## src/rtl/core/pos_pkg.sv

```systemverilog
`default_nettype none

package pos_pkg;

    localparam int CW  = 32;        // coordinate width
    localparam int FB  = 16;        // fraction bits
    localparam int DW  = 18;        // unit direction component, signed
    localparam int AW  = 36;        // multiplier operand A, signed
    localparam int MBW = 32;        // multiplier operand B, signed
    localparam int PW  = AW + MBW;  // product
    localparam int WW  = PW + 2;    // headroom for sums of products
    localparam int SW  = 62;        // square root working width
    localparam int LW  = 31;        // segment length after normalising
    localparam int NMW = 36;        // join numerator, signed
    localparam int DNW = 20;        // join denominator, signed
    localparam int QB  = 34;        // quotient bits of the divider
    localparam int BW  = QB + 1;    // signed miter distance
    localparam int DVW = 64;        // divider dividend width
    localparam int NORM_HI_BIT = 30;
    localparam int NORM_LO_BIT = 29;
    localparam int SQ_TOP_BIT  = 60;
    localparam int LIM_BIT     = CW + 1;

    localparam logic signed [CW-1:0] COORD_MAX = {1'b0, {(CW-1){1'b1}}};
    localparam logic signed [CW-1:0] COORD_MIN = {1'b1, {(CW-1){1'b0}}};
    localparam logic signed [DW-1:0] DIR_ONE   = DW'(1) <<< FB;
    localparam logic [QB-1:0]        B_LIM     = QB'(1) << LIM_BIT;

    // datapath operations
    localparam logic [5:0] OP_NOP    = 6'd0;
    localparam logic [5:0] OP_CAP    = 6'd1;
    localparam logic [5:0] OP_ANCHOR = 6'd2;
    localparam logic [5:0] OP_CLEAR  = 6'd3;
    localparam logic [5:0] OP_DIFF   = 6'd4;
    localparam logic [5:0] OP_NORM   = 6'd5;
    localparam logic [5:0] OP_SQA    = 6'd6;
    localparam logic [5:0] OP_SQB    = 6'd7;
    localparam logic [5:0] OP_SQRT   = 6'd8;
    localparam logic [5:0] OP_DVX    = 6'd9;
    localparam logic [5:0] OP_VX     = 6'd10;
    localparam logic [5:0] OP_DVY    = 6'd11;
    localparam logic [5:0] OP_VY     = 6'd12;
    localparam logic [5:0] OP_QXM    = 6'd13;
    localparam logic [5:0] OP_QXA    = 6'd14;
    localparam logic [5:0] OP_QYM    = 6'd15;
    localparam logic [5:0] OP_QYA    = 6'd16;
    localparam logic [5:0] OP_JQ     = 6'd17;
    localparam logic [5:0] OP_J1     = 6'd18;
    localparam logic [5:0] OP_J2     = 6'd19;
    localparam logic [5:0] OP_J3     = 6'd20;
    localparam logic [5:0] OP_J4     = 6'd21;
    localparam logic [5:0] OP_J5     = 6'd22;
    localparam logic [5:0] OP_J6     = 6'd23;
    localparam logic [5:0] OP_DVJ    = 6'd24;
    localparam logic [5:0] OP_JB     = 6'd25;
    localparam logic [5:0] OP_JXM    = 6'd26;
    localparam logic [5:0] OP_JXA    = 6'd27;
    localparam logic [5:0] OP_JYM    = 6'd28;
    localparam logic [5:0] OP_JYA    = 6'd29;
    localparam logic [5:0] OP_EMIT1  = 6'd30;
    localparam logic [5:0] OP_EXM    = 6'd31;
    localparam logic [5:0] OP_EXA    = 6'd32;
    localparam logic [5:0] OP_EYM    = 6'd33;
    localparam logic [5:0] OP_EYA    = 6'd34;
    localparam logic [5:0] OP_EMIT2  = 6'd35;

    typedef struct packed {
        logic signed [CW-1:0] point_x;
        logic signed [CW-1:0] point_y;
        logic                 last_point;
    } t_in_word;

    typedef struct packed {
        logic signed [CW-1:0] out_x;
        logic signed [CW-1:0] out_y;
        logic                 out_last;
    } t_out_word;

    typedef struct packed {
        logic [5:0] op;
    } t_cmd;

    typedef struct packed {
        logic last;
        logic same_pt;
        logic norm_ok;
        logic sqrt_done;
        logic div_busy;
        logic den_zero;
        logic out_free;
    } t_sts;

    // shift right by FB, rounding half away from zero
    function automatic logic signed [WW-1:0] rnd_fb(input logic signed [WW-1:0] v);
        logic [WW-1:0] m;
        begin
            m = v[WW-1] ? WW'(-v) : WW'(v);
            m = (m + (WW'(1) << (FB - 1))) >> FB;
            rnd_fb = v[WW-1] ? -$signed(m) : $signed(m);
        end
    endfunction

    function automatic logic signed [CW-1:0] sat_cw(input logic signed [WW-1:0] v);
        begin
            if (v > WW'(COORD_MAX)) begin
                sat_cw = COORD_MAX;
            end else if (v < WW'(COORD_MIN)) begin
                sat_cw = COORD_MIN;
            end else begin
                sat_cw = v[CW-1:0];
            end
        end
    endfunction

endpackage

`default_nettype wire

```

## src/rtl/core/pos_ctrl.sv

```systemverilog
`default_nettype none

module pos_ctrl (
    input  logic          i_clk,
    input  logic          i_rst_n,
    input  logic          i_in_valid,
    input  pos_pkg::t_sts i_sts,
    output logic          o_in_ready,
    output pos_pkg::t_cmd o_cmd
);
    import pos_pkg::*;

    localparam logic [5:0] S_IDLE = 6'd0;
    localparam logic [5:0] S_CHK  = 6'd1;
    localparam logic [5:0] S_DIFF = 6'd2;
    localparam logic [5:0] S_NORM = 6'd3;
    localparam logic [5:0] S_SQA  = 6'd4;
    localparam logic [5:0] S_SQB  = 6'd5;
    localparam logic [5:0] S_SQRT = 6'd6;
    localparam logic [5:0] S_DVXS = 6'd7;
    localparam logic [5:0] S_DVXW = 6'd8;
    localparam logic [5:0] S_DVYS = 6'd9;
    localparam logic [5:0] S_DVYW = 6'd10;
    localparam logic [5:0] S_QXM  = 6'd11;
    localparam logic [5:0] S_QXA  = 6'd12;
    localparam logic [5:0] S_QYM  = 6'd13;
    localparam logic [5:0] S_QYA  = 6'd14;
    localparam logic [5:0] S_JQ   = 6'd15;
    localparam logic [5:0] S_J1   = 6'd16;
    localparam logic [5:0] S_J2   = 6'd17;
    localparam logic [5:0] S_J3   = 6'd18;
    localparam logic [5:0] S_J4   = 6'd19;
    localparam logic [5:0] S_J5   = 6'd20;
    localparam logic [5:0] S_J6   = 6'd21;
    localparam logic [5:0] S_JZ   = 6'd22;
    localparam logic [5:0] S_JW   = 6'd23;
    localparam logic [5:0] S_JXM  = 6'd24;
    localparam logic [5:0] S_JXA  = 6'd25;
    localparam logic [5:0] S_JYM  = 6'd26;
    localparam logic [5:0] S_JYA  = 6'd27;
    localparam logic [5:0] S_EM1  = 6'd28;
    localparam logic [5:0] S_EXM  = 6'd29;
    localparam logic [5:0] S_EXA  = 6'd30;
    localparam logic [5:0] S_EYM  = 6'd31;
    localparam logic [5:0] S_EYA  = 6'd32;
    localparam logic [5:0] S_EM2  = 6'd33;

    logic [5:0] r_state, n_state;
    logic       r_has_anchor, n_has_anchor;
    logic       r_has_seg, n_has_seg;
    logic [5:0] op;

    always_comb begin
        n_state      = r_state;
        n_has_anchor = r_has_anchor;
        n_has_seg    = r_has_seg;
        op           = OP_NOP;
        unique case (r_state)
            S_IDLE: begin
                if (i_in_valid) begin
                    op      = OP_CAP;
                    n_state = S_CHK;
                end
            end
            S_CHK: begin
                if (!r_has_anchor) begin
                    n_state = S_IDLE;
                    if (i_sts.last) begin
                        op = OP_CLEAR;
                    end else begin
                        op           = OP_ANCHOR;
                        n_has_anchor = 1'b1;
                    end
                end else if (!i_sts.same_pt) begin
                    n_state = S_DIFF;
                end else if (i_sts.last) begin
                    n_state = S_EXM;
                end else begin
                    n_state = S_IDLE;
                end
            end
            S_DIFF: begin
                op      = OP_DIFF;
                n_state = S_NORM;
            end
            S_NORM: begin
                if (i_sts.norm_ok) begin
                    n_state = S_SQA;
                end else begin
                    op = OP_NORM;
                end
            end
            S_SQA: begin
                op      = OP_SQA;
                n_state = S_SQB;
            end
            S_SQB: begin
                op      = OP_SQB;
                n_state = S_SQRT;
            end
            S_SQRT: begin
                if (i_sts.sqrt_done) begin
                    n_state = S_DVXS;
                end else begin
                    op = OP_SQRT;
                end
            end
            S_DVXS: begin
                op      = OP_DVX;
                n_state = S_DVXW;
            end
            S_DVXW: begin
                if (!i_sts.div_busy) begin
                    op      = OP_VX;
                    n_state = S_DVYS;
                end
            end
            S_DVYS: begin
                op      = OP_DVY;
                n_state = S_DVYW;
            end
            S_DVYW: begin
                if (!i_sts.div_busy) begin
                    op      = OP_VY;
                    n_state = S_QXM;
                end
            end
            S_QXM: begin
                op      = OP_QXM;
                n_state = S_QXA;
            end
            S_QXA: begin
                op      = OP_QXA;
                n_state = S_QYM;
            end
            S_QYM: begin
                op      = OP_QYM;
                n_state = S_QYA;
            end
            S_QYA: begin
                op      = OP_QYA;
                n_state = r_has_seg ? S_J1 : S_JQ;
            end
            S_JQ: begin
                op      = OP_JQ;
                n_state = S_EM1;
            end
            S_J1: begin
                op      = OP_J1;
                n_state = S_J2;
            end
            S_J2: begin
                op      = OP_J2;
                n_state = S_J3;
            end
            S_J3: begin
                op      = OP_J3;
                n_state = S_J4;
            end
            S_J4: begin
                op      = OP_J4;
                n_state = S_J5;
            end
            S_J5: begin
                op      = OP_J5;
                n_state = S_J6;
            end
            S_J6: begin
                op      = OP_J6;
                n_state = S_JZ;
            end
            S_JZ: begin
                if (i_sts.den_zero) begin
                    op      = OP_JQ;
                    n_state = S_EM1;
                end else begin
                    op      = OP_DVJ;
                    n_state = S_JW;
                end
            end
            S_JW: begin
                if (!i_sts.div_busy) begin
                    op      = OP_JB;
                    n_state = S_JXM;
                end
            end
            S_JXM: begin
                op      = OP_JXM;
                n_state = S_JXA;
            end
            S_JXA: begin
                op      = OP_JXA;
                n_state = S_JYM;
            end
            S_JYM: begin
                op      = OP_JYM;
                n_state = S_JYA;
            end
            S_JYA: begin
                op      = OP_JYA;
                n_state = S_EM1;
            end
            S_EM1: begin
                if (i_sts.out_free) begin
                    op        = OP_EMIT1;
                    n_has_seg = 1'b1;
                    n_state   = i_sts.last ? S_EXM : S_IDLE;
                end
            end
            S_EXM: begin
                op      = OP_EXM;
                n_state = S_EXA;
            end
            S_EXA: begin
                op      = OP_EXA;
                n_state = S_EYM;
            end
            S_EYM: begin
                op      = OP_EYM;
                n_state = S_EYA;
            end
            S_EYA: begin
                op      = OP_EYA;
                n_state = S_EM2;
            end
            S_EM2: begin
                if (i_sts.out_free) begin
                    op           = OP_EMIT2;
                    n_has_anchor = 1'b0;
                    n_has_seg    = 1'b0;
                    n_state      = S_IDLE;
                end
            end
            default: begin
                n_state = S_IDLE;
            end
        endcase
    end

    always_ff @(posedge i_clk) begin
        if (!i_rst_n) begin
            r_state      <= S_IDLE;
            r_has_anchor <= 1'b0;
            r_has_seg    <= 1'b0;
        end else begin
            r_state      <= n_state;
            r_has_anchor <= n_has_anchor;
            r_has_seg    <= n_has_seg;
        end
    end

    assign o_in_ready = (r_state == S_IDLE);
    assign o_cmd.op   = op;

endmodule

`default_nettype wire

```

## config.mk

```make
export PLATFORM = sky130hd
export DESIGN_NAME = pos_ctrl
export DESIGN_NICKNAME = d
export VERILOG_FILES = /design/src/rtl/core/pos_pkg.sv /design/src/rtl/core/pos_ctrl.sv
export SDC_FILE = /design/constraint.sdc
export NUM_CORES = 1
export LEC_CHECK = 0
export BUFFER_PORTS_ARGS = -buffer_cell sky130_fd_sc_hd__buf_2
export CAP_MARGIN = 20
export CORE_MARGIN = 8
export CORE_UTILIZATION = 50
export DETAILED_ROUTE_END_ITERATION = 6
export GPL_TIMING_DRIVEN = 0
export HOLD_SLACK_MARGIN = 0.08
export PLACE_DENSITY = 0.79
export SYNTH_ARGS = -nofsm -noshare
export SYNTH_HDL_FRONTEND = slang
export SYNTH_SLANG_ARGS = --single-unit
```

## constraint.sdc

```tcl
create_clock -name i_clk -period 1.67 [get_ports i_clk]
set_clock_uncertainty 0.05 [all_clocks]
set_input_delay 0.334 -clock i_clk [delete_from_list [all_inputs] [get_ports i_clk]]
set_output_delay 0.334 -clock i_clk [all_outputs]
set_load 0.005 [all_outputs]
```

==> Word-level counts from Yosys, hierarchy flattened <==
Cells that the tools add are included.
{ "classes": {"eq_ne": 41, "n_reduce_logical": 7, "n_mux": 32} }
{ "ops": {"columns": ["operator", "count"], "rows": [
  ["$pmux 6 s34", 1],
  ["$pmux 6 s33", 1],
  ["$eq 6x5->1 const B", 16],
  ["$mux 6", 9],
  ["$eq 6x4->1 const B", 8],
  ["$mux 5", 6],
  ["$eq 6x3->1 const B", 4],
  ["$mux 4", 5],
  ["$ne 2x2->1 const B", 8],
  ["$eq 6x2->1 const B", 2],
  ["$eq 6x6->1 const B", 2],
  ["$reduce_and 8->1", 1],
  ["$eq 6x1->1 const B", 1],
  ["$logic_not 6->1", 1],
  ["$mux 1", 6],
  ["$pmux 1 s2", 2],
  ["$reduce_bool 2->1", 2],
  ["$mux 3", 1],
  ["$reduce_and 3->1", 1],
  ["$mux 2", 1],
  ["$reduce_and 2->1", 1],
  ["$reduce_or 2->1", 1]
]} }
{ "totals": {"output_inout_bits": 7, "wordCells": 83, "register_bits": 8} }

==> Depth between registers and ports, before layout <==
{ "logic_depth": {"word_depth": 4, "mapped_depth": 8} }

==> Least setup slack after synthesis <==
No wires, ideal clock.
{ "synth_path": {"kind": "register to output", "from": "reg r_state[1]", "to": "out o_cmd[2] (netlist bit)", "arrival_time_ns": 1.409, "path_slack_ns": -0.123, "stages_incl_launch_ff": 7, "required_ns": 1.286, "path_cell_list": "dfxtp_1 > buf_2 > buf_2 > buf_1 > a31oi_1 > o221ai_1 > o311ai_0"} }
{ "synth_lines": {"columns": ["item", "line_no", "rtl"], "rows": [
  ["start: declaration", "pos_ctrl.sv:48", "logic [5:0] r_state, n_state;"],
  ["start signal: assignment", "pos_ctrl.sv:246", "r_state <= n_state;"],
  ["end: declaration", "pos_ctrl.sv:9", "output pos_pkg::t_cmd o_cmd"]
]} }

==> impl_metrics.toml <==
[yosys]
synth_compound_area_share_pct = 38.6
syn_inst = 161
ys_seq_area_share_pct = 14.8
synthAdderAreaFrac_pct = 0
synth.distinct_cells = 53
synth_top_family_by_area = "compound AO/OA/AOI/OAI gates"
synth_seq_cells = 8
synth_xor_area_share_pct = 1.62
syn-cell-area_sq_um = 1080
ys_warn_count = 0
ys.flop_type = "dfxtp_1"
syn_avg_cell_area_sq_um = 6.71
synthesis.nets = 171
synthMuxAreaShare_pct = 0
synth-simple-area-share_pct = 36.8
postSynth.asyncResetShare_pct = 0
synth_edf_count = 0

[timing]
setup_ws_ns = -0.485
fin_setup_tns_ns = -3.59
rsz0062_at_grt = "true"
min_period_ns = 2.16
worst_pin_slew_ns = 0.483
relSlewSlack_pct = 67.5
drv_slew = 0
finalHoldViolCount = 0
setup_viol = 12
finalCritPeriodShare_pct = 129
timing.fmax_mhz = 464

[pwr]
sw_frac_of_total_pct = 50.9
power_leakage_nw = 0.586
finalPower_mw = 3.02
power_frac_comb_pct = 82.8
peakVddDrop_mv = 1.65
pwr-share-clk_pct = 5.6
p_int_mw = 1.48
switchingPower_mw = 1.54
p_per_area_nw_per_um2 = 1970
p_seq_share_pct = 11.6

[grt]
overflow = 0
grt_pass1_wl_mm = 6.33
grt_pass1_vias = 1348
antenna_found_initial = 0
grt_max_degree = 11
gr-usage-all-layers_pct = 19.2

[final_layout]
layout_common_cells = "17 x buf_2, 15 x a21oi_1, 13 x nand2_1, 9 x nor2_1"
fillers = 148
drive_gt1_share_pct = 37.9
nets = 201
area_growth_pct = 41.8
layout.cells.most_common = "buf_2"
antenna-diode-count = 0

[floorplanning]
core_sq_um = 2130
initial_core_util_pct = 50.8
rows = 17
fp.dieArea_sq_um = 3900
ios = 17
die_w_um = 62.5
die_h_um = 62.5

[route]
drt_first_pass_iters = 6
vias_per_cell = 7.07
wl_per_cell_um = 20.2
postRouteWirelength_mm = 4.40
drt-initial-drc-count = 171
routed-via-count = 1542
drtAntennaViolNets = 0
drcViolationCount = 0

[setup_path]
crit_type = "reg -> out"
cp-start-kind = "flip-flop"
reg2reg_setup_slack_ns = -0.31
arrival_ns = 1.77
end_kind = "output port"
worstPathMaxFanout = 6
worstPathRequired_ns = 1.29

[placement]
routabilityCongestion = 0.978
dp_hpwl_mm = 2.65
port_buffers = 16

[clocking]
clk-insertion-delay-late_ns = 0.27
clk_path_buf_depth = 2
clkSlewWorstSetupHoldPaths_ns = 0.06
cts_hold_buffers = 0
cts_tree = "yes"
htreeDepth = 1
cts_inserted_buffers = 3
root_buffer = "clkbuf_4"
cts_sinks = 8

[run]
cap_violations = 0

[run_status]
status = "finished with violations"
violations = "negative setup slack"

[hold_path]
holdCritPathClass = "in -> reg"
==> final timing paths <==
check                from            to  depth (start not counted)
max reg2reg    r_state[4]    r_state[3]                          7
min reg2reg  r_has_anchor  r_has_anchor                          2
min               i_rst_n  r_has_anchor                          2
max            r_state[4]      o_cmd[3]                          8
==> registers in the layout, summed over array words and instances (netlist names) <==
signal and count:
r_has_anchor 1, r_has_seg 1, r_state 6
==> repair_timing <==
item	in CTS	in global routing
gates resized for setup	35	29
setup buffers	4	5
pin swaps	3	5
endpoints found under the setup margin	14	13
==> through the flow <==
stage | hold WS (ns) | area, sq um | setup slack (ns) | std cells | util (%)
finish | 0.273 | 1530 | -0.485 | 218 | 72.0
global route | 0.283 | 1530 | -0.551 | 218 | 72.0
CTS | 0.255 | 1400 | -0.437 | 213 | 65.6
detailed placement | 0.525 | 1220 | -0.394 | 205 | 57.3
global placement | 0.527 | 1220 | -0.368 | 205 | 57.3
floorplan | 0.406 | 1100 | -0.0395 | 161 | -
==> synthesized netlist by cell type (all sizes together) (2+ instances only) <==
master | count | share of area [%]
a21oi | 15 | 7.0
nand2 | 15 | 5.2
nor2 | 13 | 4.5
buf | 9 | 4.3
o21ai | 9 | 4.2
dfxtp | 8 | 15
inv | 8 | 2.8
nor3 | 8 | 3.7
nand3 | 7 | 3.2
a211oi | 6 | 4.6
nand4 | 5 | 2.9
and2 | 4 | 2.5
a31oi | 3 | 1.7
and2b | 3 | 2.1
clkbuf | 3 | 1.0
nor2b | 3 | 1.7
nor4 | 3 | 3.1
o211ai | 3 | 2.1
o2bb2ai | 3 | 2.4
a21boi | 2 | 1.4
a22oi | 2 | 1.4
and3 | 2 | 1.2
nand2b | 2 | 1.2
o221ai | 2 | 1.6
or3 | 2 | 1.2
==> power by group through the flow <==
| stage | sequential [mW] | combinational (mW) | clock (mW) |
|---|---|---|---|
| after floorplan | 0.308 | 1.33 | 0 |
| after global placement | 0.315 | 1.77 | 0 |
| after detailed placement | 0.320 | 1.78 | 0 |
| after CTS | 0.331 | 2.09 | 0.170 |
| after global routing | 0.355 | 2.63 | 0.176 |
| final | 0.351 | 2.50 | 0.170 |
==> worst max-delay path: stages, from the launching register on <==
cell	delay, ns
dfxtp_4	0.37
buf_8	0.14
buf_12	0.12
nor2_4	0.10
nor2_2	0.06
a2111oi_4	0.35
a31oi_1	0.08
o211ai_1	0.15
buf_2	0.14
==> kinds of logic (layout without fill, tap and decap cells) <==
logic type                Yosys count  count (layout)
AOI/OAI and AO/OA                  59              59
buffers and inverters              20              49
and+or+nand+nor                    72              72
xor gates and xnor gates            2               2
DFF                                 8               8
==> per-layer routing <==
metal	GRT usage, %	routed length (um)
met5	0	0
met2	31.0	1960
met3	5.20	541
met4	9.69	314
met1	22.6	1590
==> cell type report <==
class                      count  area, sq um  area share, %
multi-input combinational    133          951           62.1
sequential                     8          171           11.2
buffer                        12          159           10.4
timing repair buffer          25          155           10.1
tap                           28         35.0           2.29
inverter                       8         33.8           2.21
clock buffer                   4         26.3           1.72
Note: power is estimated with default switching activity, not from simulation.
